[config.mk]
export PLATFORM = sky130hd
export DESIGN_NAME = midpoint_circle_outline
export DESIGN_NICKNAME = d
export VERILOG_FILES = /design/src/design/mco_pkg.sv /design/src/design/mco_front.sv /design/src/design/mco_queue.sv /design/src/design/mco_back.sv /design/src/design/midpoint_circle_outline.sv
export SDC_FILE = /design/constraint.sdc
export NUM_CORES = 1
export LEC_CHECK = 0
export ABC_AREA = 1
export ABC_CLOCK_PERIOD_IN_PS = 4600
export BUFFER_PORTS_ARGS = -buffer_cell sky130_fd_sc_hd__clkbuf_2
export CAP_MARGIN = 20
export CORE_AREA = 2 2 177 179
export DETAILED_ROUTE_END_ITERATION = 8
export DIE_AREA = 0 0 179 181
export PLACE_DENSITY = 0.54
export RECOVER_POWER = 100
export SETUP_SLACK_MARGIN = 0.15
export SYNTH_ARGS = -nofsm -noshare
export SYNTH_HDL_FRONTEND = slang
export SYNTH_SLANG_ARGS = --single-unit
[constraint.sdc]
create_clock -name clk_i -period 4.6 [get_ports clk_i]
set_input_delay 0 -clock clk_i [delete_from_list [all_inputs] [get_ports clk_i]]
set_output_delay 0 -clock clk_i [all_outputs]
set_load 0.05 [all_outputs]
[src/design/mco_pkg.sv]
// Shared constants and codes for the midpoint circle outline generator.
package mco_pkg;

  // Width of the emitted pixel coordinates (two's complement).
  localparam int unsigned PIX_W = 14;

  // Pixels emitted for one octant point.
  localparam int unsigned PIX_PER_STEP = 8;
  localparam int unsigned IDX_W        = $clog2(PIX_PER_STEP);

  typedef enum logic {
    FUNC_START   = 1'b0,
    FUNC_ADVANCE = 1'b1
  } func_e;

endpackage

[src/design/mco_front.sv]
// Front end: accepts items, holds the circle state and steps the octant point.
module mco_front #(
  parameter int unsigned COORD_BITS  = 12,
  parameter int unsigned RADIUS_BITS = 10,
  parameter int unsigned JOB_W       = 2 * COORD_BITS + 2 * RADIUS_BITS + 1
) (
  input  logic                   clk_i,
  input  logic                   rst_ni,
  input  logic                   in_valid_i,
  output logic                   in_ready_o,
  input  logic                   func_i,
  input  logic [COORD_BITS-1:0]  center_x_i,
  input  logic [COORD_BITS-1:0]  center_y_i,
  input  logic [RADIUS_BITS-1:0] radius_i,
  output logic                   job_valid_o,
  input  logic                   job_ready_i,
  output logic [JOB_W-1:0]       job_data_o
);
  import mco_pkg::*;

  localparam int unsigned DEC_W = RADIUS_BITS + 3;
  localparam int unsigned NY_W  = RADIUS_BITS + 2;

  logic [RADIUS_BITS-1:0]  offset_x_q, offset_x_d;
  logic [RADIUS_BITS-1:0]  offset_y_q, offset_y_d;
  logic [DEC_W-1:0]        decision_q, decision_d;
  logic [COORD_BITS-1:0]   center_x_q, center_x_d;
  logic [COORD_BITS-1:0]   center_y_q, center_y_d;
  logic                    active_q, active_d;

  logic                    accept;
  logic                    is_advance;
  logic                    p_neg;
  logic [RADIUS_BITS:0]    next_x;
  logic signed [NY_W-1:0]  next_y;
  logic signed [NY_W-1:0]  next_x_s;
  logic signed [NY_W-1:0]  diff;
  logic [DEC_W-1:0]        dec_incr;
  logic                    step_done;

  assign is_advance = (func_e'(func_i) == FUNC_ADVANCE);
  // Hold off every item while the queue is full.
  assign in_ready_o = job_ready_i;
  assign accept     = in_valid_i && in_ready_o;

  assign p_neg    = decision_q[DEC_W-1];
  assign next_x   = {1'b0, offset_x_q} + {{RADIUS_BITS{1'b0}}, 1'b1};
  assign next_y   = $signed({2'b00, offset_y_q}) - (p_neg ? NY_W'(0) : NY_W'(1));
  assign next_x_s = $signed({1'b0, next_x});
  assign diff     = next_x_s - next_y;
  assign dec_incr = p_neg ? DEC_W'({next_x, 1'b1}) : DEC_W'({diff, 1'b1});
  assign step_done = next_x_s > next_y;

  always_comb begin
    offset_x_d = offset_x_q;
    offset_y_d = offset_y_q;
    decision_d = decision_q;
    center_x_d = center_x_q;
    center_y_d = center_y_q;
    active_d   = active_q;
    if (accept) begin
      if (!is_advance) begin
        center_x_d = center_x_i;
        center_y_d = center_y_i;
        offset_x_d = '0;
        offset_y_d = radius_i;
        decision_d = DEC_W'(1) - DEC_W'(radius_i);
        active_d   = 1'b1;
      end else if (active_q) begin
        offset_x_d = next_x[RADIUS_BITS-1:0];
        // Clamp the row offset at zero when the step would go below it.
        offset_y_d = next_y[NY_W-1] ? '0 : next_y[RADIUS_BITS-1:0];
        decision_d = decision_q + dec_incr;
        if (step_done) begin
          active_d = 1'b0;
        end
      end
    end
  end

  always_ff @(posedge clk_i or negedge rst_ni) begin
    if (!rst_ni) begin
      offset_x_q <= '0;
      offset_y_q <= '0;
      decision_q <= '0;
      center_x_q <= '0;
      center_y_q <= '0;
      active_q   <= 1'b0;
    end else begin
      offset_x_q <= offset_x_d;
      offset_y_q <= offset_y_d;
      decision_q <= decision_d;
      center_x_q <= center_x_d;
      center_y_q <= center_y_d;
      active_q   <= active_d;
    end
  end

  // Snapshot of the point before the step goes to the back end.
  assign job_valid_o = accept && is_advance && active_q;
  assign job_data_o  = {center_x_q, center_y_q, offset_x_q, offset_y_q, step_done};

endmodule

[src/design/mco_queue.sv]
// Two-entry queue between the front end and the pixel back end.
module mco_queue #(
  parameter int unsigned WIDTH = 45
) (
  input  logic             clk_i,
  input  logic             rst_ni,
  input  logic             wr_valid_i,
  output logic             wr_ready_o,
  input  logic [WIDTH-1:0] wr_data_i,
  output logic             rd_valid_o,
  input  logic             rd_ready_i,
  output logic [WIDTH-1:0] rd_data_o
);

  logic [WIDTH-1:0] mem_q [2];
  logic             wr_ptr_q, rd_ptr_q;
  logic [1:0]       count_q;
  logic             push, pop;

  assign wr_ready_o = (count_q != 2'd2);
  assign rd_valid_o = (count_q != 2'd0);
  assign rd_data_o  = mem_q[rd_ptr_q];
  assign push       = wr_valid_i && wr_ready_o;
  assign pop        = rd_valid_o && rd_ready_i;

  always_ff @(posedge clk_i) begin
    if (push) begin
      mem_q[wr_ptr_q] <= wr_data_i;
    end
  end

  always_ff @(posedge clk_i or negedge rst_ni) begin
    if (!rst_ni) begin
      wr_ptr_q <= 1'b0;
      rd_ptr_q <= 1'b0;
      count_q  <= 2'd0;
    end else begin
      if (push) begin
        wr_ptr_q <= ~wr_ptr_q;
      end
      if (pop) begin
        rd_ptr_q <= ~rd_ptr_q;
      end
      unique case ({push, pop})
        2'b10:   count_q <= count_q + 2'd1;
        2'b01:   count_q <= count_q - 2'd1;
        default: count_q <= count_q;
      endcase
    end
  end

endmodule

[src/design/mco_back.sv]
// Back end: expands one octant point into eight mirrored pixels, one a cycle unless stalled.
module mco_back #(
  parameter int unsigned COORD_BITS  = 12,
  parameter int unsigned RADIUS_BITS = 10,
  parameter int unsigned JOB_W       = 2 * COORD_BITS + 2 * RADIUS_BITS + 1
) (
  input  logic                      clk_i,
  input  logic                      rst_ni,
  input  logic                      job_valid_i,
  output logic                      job_ready_o,
  input  logic [JOB_W-1:0]          job_data_i,
  output logic                      out_valid_o,
  input  logic                      out_ready_i,
  output logic [mco_pkg::PIX_W-1:0] pixel_x_o,
  output logic [mco_pkg::PIX_W-1:0] pixel_y_o,
  output logic                      last_of_step_o,
  output logic                      circle_done_o
);
  import mco_pkg::*;

  localparam int unsigned MAXB  = (COORD_BITS > RADIUS_BITS) ? COORD_BITS : RADIUS_BITS;
  localparam int unsigned SUM_W = (MAXB + 2 > PIX_W) ? MAXB + 2 : PIX_W;
  localparam logic [IDX_W-1:0] LAST_IDX = IDX_W'(PIX_PER_STEP - 1);

  logic [COORD_BITS-1:0]  cx_q, cy_q;
  logic [RADIUS_BITS-1:0] ox_q, oy_q;
  logic                   done_q;
  logic                   busy_q;
  logic [IDX_W-1:0]       idx_q;

  logic                   out_valid_q;
  logic [PIX_W-1:0]       pixel_x_q, pixel_y_q;
  logic                   last_q, done_out_q;

  logic                   emit, take;
  logic signed [SUM_W-1:0] cx_s, cy_s, offa_s, offb_s, px, py;

  assign emit        = busy_q && (!out_valid_q || out_ready_i);
  assign take        = job_valid_i && (!busy_q || (emit && idx_q == LAST_IDX));
  assign job_ready_o = take;

  // Pixels 4..7 swap the roles of the two offsets; bit 0 mirrors x, bit 1 mirrors y.
  assign cx_s   = $signed(SUM_W'(cx_q));
  assign cy_s   = $signed(SUM_W'(cy_q));
  assign offa_s = $signed(SUM_W'(idx_q[2] ? oy_q : ox_q));
  assign offb_s = $signed(SUM_W'(idx_q[2] ? ox_q : oy_q));
  assign px     = idx_q[0] ? cx_s - offa_s : cx_s + offa_s;
  assign py     = idx_q[1] ? cy_s - offb_s : cy_s + offb_s;

  always_ff @(posedge clk_i) begin
    if (take) begin
      {cx_q, cy_q, ox_q, oy_q, done_q} <= job_data_i;
    end
    if (emit) begin
      pixel_x_q  <= px[PIX_W-1:0];
      pixel_y_q  <= py[PIX_W-1:0];
      last_q     <= (idx_q == LAST_IDX);
      done_out_q <= (idx_q == LAST_IDX) && done_q;
    end
  end

  always_ff @(posedge clk_i or negedge rst_ni) begin
    if (!rst_ni) begin
      busy_q      <= 1'b0;
      idx_q       <= '0;
      out_valid_q <= 1'b0;
    end else begin
      priority if (take) begin
        busy_q <= 1'b1;
        idx_q  <= '0;
      end else if (emit && idx_q == LAST_IDX) begin
        busy_q <= 1'b0;
      end else if (emit) begin
        idx_q <= idx_q + IDX_W'(1);
      end
      if (emit) begin
        out_valid_q <= 1'b1;
      end else if (out_ready_i) begin
        out_valid_q <= 1'b0;
      end
    end
  end

  assign out_valid_o    = out_valid_q;
  assign pixel_x_o      = pixel_x_q;
  assign pixel_y_o      = pixel_y_q;
  assign last_of_step_o = last_q;
  assign circle_done_o  = done_out_q;

endmodule

[src/design/midpoint_circle_outline.sv]
// Top level of the midpoint circle outline generator.
//
// Input channel (in_valid_i / in_ready_o): func_i = start loads center_x_i,
// center_y_i and radius_i and opens a new circle; func_i = advance emits the
// eight mirrored pixels of the current octant point and steps it. An advance
// with no circle open is taken and dropped. A start produces no pixels.
// Output channel (out_valid_o / out_ready_i): one pixel per transfer, with
// last_of_step_o on the eighth pixel of a step and circle_done_o on the last
// pixel of the circle.
// Path: the first pixel of an advance passes the queue entry, the back-end job
// register and then the output register; the rest follow one a cycle unless stalled.
// Throughput: one pixel per cycle while out_ready_i is high, set by the
// single pixel adder pair in the back end. A two-entry queue lets the front
// take further items while the back end is still emitting.
// Stalls: when out_ready_i is low the output register holds; the queue fills
// and in_ready_o drops once two steps are waiting.
// Reset: asynchronous, active low; no circle is open, the queue is empty and
// the output register holds no pixel.
module midpoint_circle_outline #(
  parameter int unsigned COORD_BITS  = 12,
  parameter int unsigned RADIUS_BITS = 10
) (
  input  logic                      clk_i,
  input  logic                      rst_ni,
  input  logic                      in_valid_i,
  output logic                      in_ready_o,
  input  logic                      func_i,
  input  logic [COORD_BITS-1:0]     center_x_i,
  input  logic [COORD_BITS-1:0]     center_y_i,
  input  logic [RADIUS_BITS-1:0]    radius_i,
  output logic                      out_valid_o,
  input  logic                      out_ready_i,
  output logic [mco_pkg::PIX_W-1:0] pixel_x_o,
  output logic [mco_pkg::PIX_W-1:0] pixel_y_o,
  output logic                      last_of_step_o,
  output logic                      circle_done_o
);
  import mco_pkg::*;

  localparam int unsigned JOB_W = 2 * COORD_BITS + 2 * RADIUS_BITS + 1;

  logic             fq_valid, fq_ready;
  logic [JOB_W-1:0] fq_data;
  logic             qb_valid, qb_ready;
  logic [JOB_W-1:0] qb_data;

  mco_front #(
    .COORD_BITS  (COORD_BITS),
    .RADIUS_BITS (RADIUS_BITS),
    .JOB_W       (JOB_W)
  ) u_front (
    .clk_i       (clk_i),
    .rst_ni      (rst_ni),
    .in_valid_i  (in_valid_i),
    .in_ready_o  (in_ready_o),
    .func_i      (func_i),
    .center_x_i  (center_x_i),
    .center_y_i  (center_y_i),
    .radius_i    (radius_i),
    .job_valid_o (fq_valid),
    .job_ready_i (fq_ready),
    .job_data_o  (fq_data)
  );

  mco_queue #(
    .WIDTH (JOB_W)
  ) u_queue (
    .clk_i      (clk_i),
    .rst_ni     (rst_ni),
    .wr_valid_i (fq_valid),
    .wr_ready_o (fq_ready),
    .wr_data_i  (fq_data),
    .rd_valid_o (qb_valid),
    .rd_ready_i (qb_ready),
    .rd_data_o  (qb_data)
  );

  mco_back #(
    .COORD_BITS  (COORD_BITS),
    .RADIUS_BITS (RADIUS_BITS),
    .JOB_W       (JOB_W)
  ) u_back (
    .clk_i          (clk_i),
    .rst_ni         (rst_ni),
    .job_valid_i    (qb_valid),
    .job_ready_o    (qb_ready),
    .job_data_i     (qb_data),
    .out_valid_o    (out_valid_o),
    .out_ready_i    (out_ready_i),
    .pixel_x_o      (pixel_x_o),
    .pixel_y_o      (pixel_y_o),
    .last_of_step_o (last_of_step_o),
    .circle_done_o  (circle_done_o)
  );

endmodule

# == After elaboration in Yosys (flattened, before gate mapping) ==
# Memories as Yosys holds them, arrays and structs flattened. A register that Yosys moved wholly into a read port is not among the register bits.
# Index checks and enable logic that the tools add are counted.
# totals
reg_bits,97
wordCells,86
ram_bits,90
output_inout_bits,32
input_bits,39
n_memories,1
# memory_table
memory,depth,word_bits,read_ports,rd_ports_with_merged_regs,wr,line,rtl
u_queue.mem_q,2,45,1,1,1,mco_queue.sv:15,logic [WIDTH-1:0] mem_q [2];
# classes
eq_ne,6
n_reduce_logical,21
magnitude_cmp,1
addsub,12
muxes,26
bitwise,3
# op_table
cell,n
10-bit 2-to-1 mux,7
13-bit 2-to-1 mux,3
13-bit by 14-bit adder with 14-bit output,2
14-bit 2-to-1 mux,2
13-bit by 14-bit subtractor with 14-bit output,2
13-bit adder,1
12-bit greater-than comparator,1
11-bit by 12-bit subtractor with 12-bit output,1
12-bit subtractor,1
10-bit by 1-bit adder with 11-bit output (second input constant),1
1-bit by 10-bit subtractor with 11-bit output (first input constant),1
1-bit 2-to-1 mux,10
2-bit nonzero test,5
1-bit logical AND,9
3-bit 2-to-1 mux,3
2-bit AND reduction,3
2-bit != test (second input constant),2
2-bit one-hot mux with 2 select lines,1
3-bit by 1-bit adder with 3-bit output (second input constant),1
3-bit equality test (second input constant),1
1-bit NOT,3
2-bit by 1-bit adder with 2-bit output (second input constant),1
2-bit by 1-bit equality test with 1-bit output (second input constant),1
2-bit equality test (second input constant),1
other kinds (4),6

# == Logic depth before layout (Yosys ltp) ==
# depth
ltp_word,9
mapped_depth,31
ltp_nobuf,30

# == Cells and area by module ==
# A second synthesis with hierarchy kept.
# unflattened
cells_unflattened,1534
area_unflattened_um2,13426.6
# by_module_without_submodules
mod,instances,area_per_inst_um2,cells_each
mco_back,1,5612.9,718
mco_front,1,4252.8,552
mco_queue,1,3560.9,264

# == Worst setup path after synthesis ==
# No wires, ideal clock.
# synth_timing
path_kind,reg2reg
startpoint,register u_front.decision_q[12]
endpoint,register u_front.decision_q[12]
stages_incl_launch_ff,30
period_less_slack_ns,3.807
arrival_time_ns,3.729
setup_slack_ns,0.793
setup_ns,0.077
cell_sequence,dfrtp_1 -> inv_2 -> buf_1 -> ha_1 -> ha_1 -> nand2_1 -> nor2_1 -> nand2_1 -> nor2_1 -> nand3_1 -> nand2_1 -> inv_1 -> ha_1 -> nand2_1 -> inv_1 -> a21oi_1 -> nand3_1 -> nand2_1 -> inv_1 -> o21ai_0 -> o21a_1 -> ha_1 -> a21oi_1 -> o21a_1 -> nand2_1 -> nor2_1 -> inv_1 -> nand2_1 -> nand3_1 -> a21oi_1
# synth_via
elab_chain_len,7
# synth_lines
item,line,rtl
"start, declared",mco_front.sv:26,"logic [DEC_W-1:0] decision_q, decision_d;"
"start signal, assigned",mco_front.sv:92,decision_q <= decision_d;
1-bit 2-to-1 mux,mco_front.sv:48,"assign next_y = $signed({2'b00, offset_y_q}) - (p_neg ? NY_W'(0) : NY_W'(1));"
11-bit by 12-bit subtractor with 12-bit output,mco_front.sv:48,
12-bit subtractor,mco_front.sv:50,assign diff = next_x_s - next_y;
13-bit 2-to-1 mux,mco_front.sv:51,"assign dec_incr = p_neg ? DEC_W'({next_x, 1'b1}) : DEC_W'({diff, 1'b1});"
13-bit adder (*),mco_front.sv:73,decision_d = decision_q + dec_incr;
13-bit 2-to-1 mux (*),mco_front.sv:69,end else if (active_q) begin
13-bit 2-to-1 mux (*),mco_front.sv:62,if (!is_advance) begin
# Mark *: on every way between the ends. The rest lies on a longest branch, timed or not. The select of a mux whose other input is x is not followed.
# A chain may end at the register's enable or synchronous reset.

# == Final worst setup path ==
# Same ends and word-level chain as after synthesis.

==> summary.txt <==
CTS
  • CTS tree: built
  • H-Tree Depth: 1
  • Longest Clk Path Bufs: 3
  • Root Driver: clkbuf_16
  • CTS sink cnt: 232
  • Cts bufs inserted: 26
  • Worst-skew pair later-pin latency: 530 ps
  • Post-CTS setup repair buffer count: 0
  • Clk pin slew, worst setup/hold paths: 60 ps

Yosys
  • Post-Syn Area per Cell: 10.6 µm²
  • Post-synthesis compound-gate area fraction: 10.9%
  • Area leader, netlist: edfxtp_1
  • Ys flop type: edfxtp_1
  • Area share of the largest cell type after synthesis: 39.2%
  • YS warnings: 0
  • Cell Area, Synth: 0.0126 mm²
  • Mapped Nets: 1313
  • Post-synth cell types: 56
  • EDFF count, synth: 165
  • Most frequent cell after synthesis: nand2_1
  • Post-synth ARST share: 28.9%
  • Post-synth top cells: 184 x nand2_1, 165 x edfxtp_1, 140 x inv_1
  • Largest family of logic cells by synthesized area: simple AND/OR/NAND/NOR gates
  • Mux share of post-synthesis cell area: 7.02%
  • Sequential area share after synthesis: 52.4%
  • #FFs+latches synth: 232
  • Syn Inst Count: 1197
  • Adder-Cell Fraction of Synth Area: 7.97%
  • Synth Area in XOR/XNOR: 2.56%
  • Synth area leaders: edfxtp_1 39%, dfrtp_1 13%, ha_1 7.0%
  • Simple-Gate Fraction of Synth Area: 13.0%

Outcome
  • Failing checks: max-capacitance violations, max-slew violations
  • Status: finished with violations

Timing
  • Hold Fails Final Rpt: 0
  • RSZ-0062 raised after global routing: yes
  • Final WS setup: 475 ps
  • Worst Skew: 18.5 ps
  • Setup violators final: 0
  • Total negative slack: 0 ps
  • Post-layout min period: 4130 ps
  • Rel. slew slack: -87.6%
  • Slew at the pin closest to its max-slew limit: 2810 ps
  • Final-report max-slew violation count: 141
  • Fmax: 242 MHz
  • Fin crit share: 89.7%

Worst setup path
  • CP Data Arrival Time: 4570 ps
  • Critical path endpoint category: flop
  • R2R Path End: u_front.decision_q[12]
  • Register-to-Register Path Depth: 26
  • Slowest cell on crit path: dfrtp_2
  • CP startpoint kind: flop
  • Setup Crit Path Kind: reg2reg
  • Internal reg-to-reg setup slack: 470 ps
  • Crit path top cell by count: nand2_1
  • Worst reg2reg startpoint: u_front.decision_q[12]
  • WP data required: 5050 ps
  • CP Max Fanout: 19
  • Largest stage delay on the critical path: 480 ps

Worst hold path
  • Min-delay src: center_y_i[3]
  • Hold Path Class: in2reg
  • Hold Path Depth: 3
  • Worst Hold Path EP: u_front.center_y_q[3]

Placed design
  • HPWL Detailed: 20600 µm
  • Routability cong.: 0.880
  • I/O Buffers: 70
  • DP Worst Slack: 320 ps
  • Placed insts: 1641

Finish
  • Post-route insts no fill: 1731
  • Area growth, synth to finish: 14.3%
  • Layout cells sized above 1: 14.6%
  • Final nets: 1431
  • Fill count: 2856
  • ANT cells: 0

Global routing
  • Largest net degree at the start of global routing: 47
  • Total congestion overflow: 0
  • All-Layer GR Usage: 17.9%
  • First-pass GRT wire length: 45900 µm
  • Antenna violations before repair: 0
  • Vias in the first global route: 8662

Routing
  • Iteration-0 DRC Markers: 512
  • Residual DRC: 0
  • Via count: 8585
  • WL/cell: 16.3 µm
  • DR pass1 iterations: 5
  • Vias/cell: 4.96
  • DRT Wirelength: 28200 µm
  • DRT antenna net count: 0

Power and ir drop
  • Power density over the cells: 750 mW/mm²
  • Pleak: 6.10 nW
  • Peak VDD IR: 0.000341 V
  • Total Power: 10.8 mW

Floorplan
  • Die area: 0.0324 mm²
  • Die width: 179 µm
  • # IOs: 71
  • Initial Util: 41.7%
  • Row cnt: 64
  • Die height: 181 µm
  • Core area: 0.0303 mm²

Flow run
  • Maxcap violations: 4
-- routing by layer --
metal | track usage [%] | vias to the layer above | routed length [µm]
li1 | - | 4347 | -
met1 | 24.1 | 4057 | 13100
met2 | 30.6 | 141 | 13600
met3 | 2.10 | 40 | 935
met4 | 4.33 | 0 | 564
met5 | 0 | - | 0
-- worst max path at each step --
| stage | endpoint | from | depth (start not counted) |
|---|---|---|---|
| final | u_front.decision_q[12] | u_front.decision_q[12] | 26 |
| after global routing | u_front.decision_q[12] | u_front.decision_q[12] | 28 |
| after CTS | u_front.decision_q[11] | u_front.decision_q[12] | 26 |
| after detailed placement | u_front.decision_q[11] | u_front.decision_q[12] | 26 |
| after global placement | u_front.decision_q[11] | u_front.decision_q[12] | 26 |
| after floorplan | u_front.decision_q[12] | u_front.decision_q[12] | 29 |
-- power by group --
part | leakage, nW | total (mW) | internal, mW | switching, mW
Clock | 0.410 | 2.01 | 1.20 | 0.819
Combinational | 3.37 | 5.15 | 1.79 | 3.36
Sequential | 2.32 | 3.68 | 3.23 | 0.445
Total | 6.10 | 10.8 | 6.22 | 4.63
-- worst max-delay path: cells and delay by family, from the launching register on --
family                     cells  cell delay [ps]
and+or+nand+nor               16             1710
adders and majority gates      4             1110
DFF                            1              480
AOI/OAI and AO/OA              3              470
buffers and inverters          3              300
-- layout by cell type, fill, tap and decap left out, drive strengths merged, types with 24 or more instances in the layout --
master and count:
inv 159, ha 71, edfxtp 165, a21oi 77
o21ai 99, nand3 63, xor2 27, clkbuf 113
dfrtp 67, mux2 69, nor2 66, or2 24
dlygate4sd3 41, nand2 190
-- through the flow --
stage	util, %	hold WS (ps)	instance area, µm²
detailed placement	44.1	-57.0	13400
floorplan	-	-296	12600
CTS	48.3	219	14700
global route	47.6	235	14500
finish	47.6	225	14500
global placement	44.1	-62.3	13400
-- layout make-up --
| cell class | instances | area [µm²] | share of cell area, % |
|---|---|---|---|
| flip-flops and latches | 232 | 6630 | 45.9 |
| multi-input cells | 779 | 5110 | 35.4 |
| repair buffers | 119 | 758 | 5.25 |
| clock buffers | 35 | 746 | 5.16 |
| inverters | 157 | 602 | 4.16 |
| well taps | 396 | 495 | 3.43 |
| clock inverters | 13 | 105 | 0.727 |
-- flip-flops by register name, summed over array words and instances, names as in the netlist, 2 cells and up --
| name | cells |
|---|---|
| u_front.decision_q | 13 |
| u_queue.mem_q | 90 |
| u_back.oy_q | 10 |
| u_queue.count_q | 2 |
| u_front.offset_y_q | 10 |
| u_back.cy_q | 12 |
| u_front.center_x_q | 12 |
| u_back.ox_q | 10 |
| u_back.pixel_y_o | 14 |
| u_back.idx_q | 3 |
| u_front.offset_x_q | 10 |
| u_back.cx_q | 12 |
| u_front.center_y_q | 12 |
| u_back.pixel_x_o | 14 |
-- repair_timing --
item / 4_1_cts / 5_1_grt
setup endpoints to repair: 0 / 4
resized for setup: 0 / 11
endpoints found under the hold margin: 108 / 0
hold buffers: 42 / 0
-- cells by family after synthesis --
group                    Yosys count
buffers and inverters            186
adder cells (fa/ha/maj)           77
multiplexers                      73
flip-flops                       232
AND/OR/NAND/NOR                  363
XOR/XNOR                          37
AO/OA/AOI/OAI                    229
Note: power is estimated with default switching activity, not from simulation.
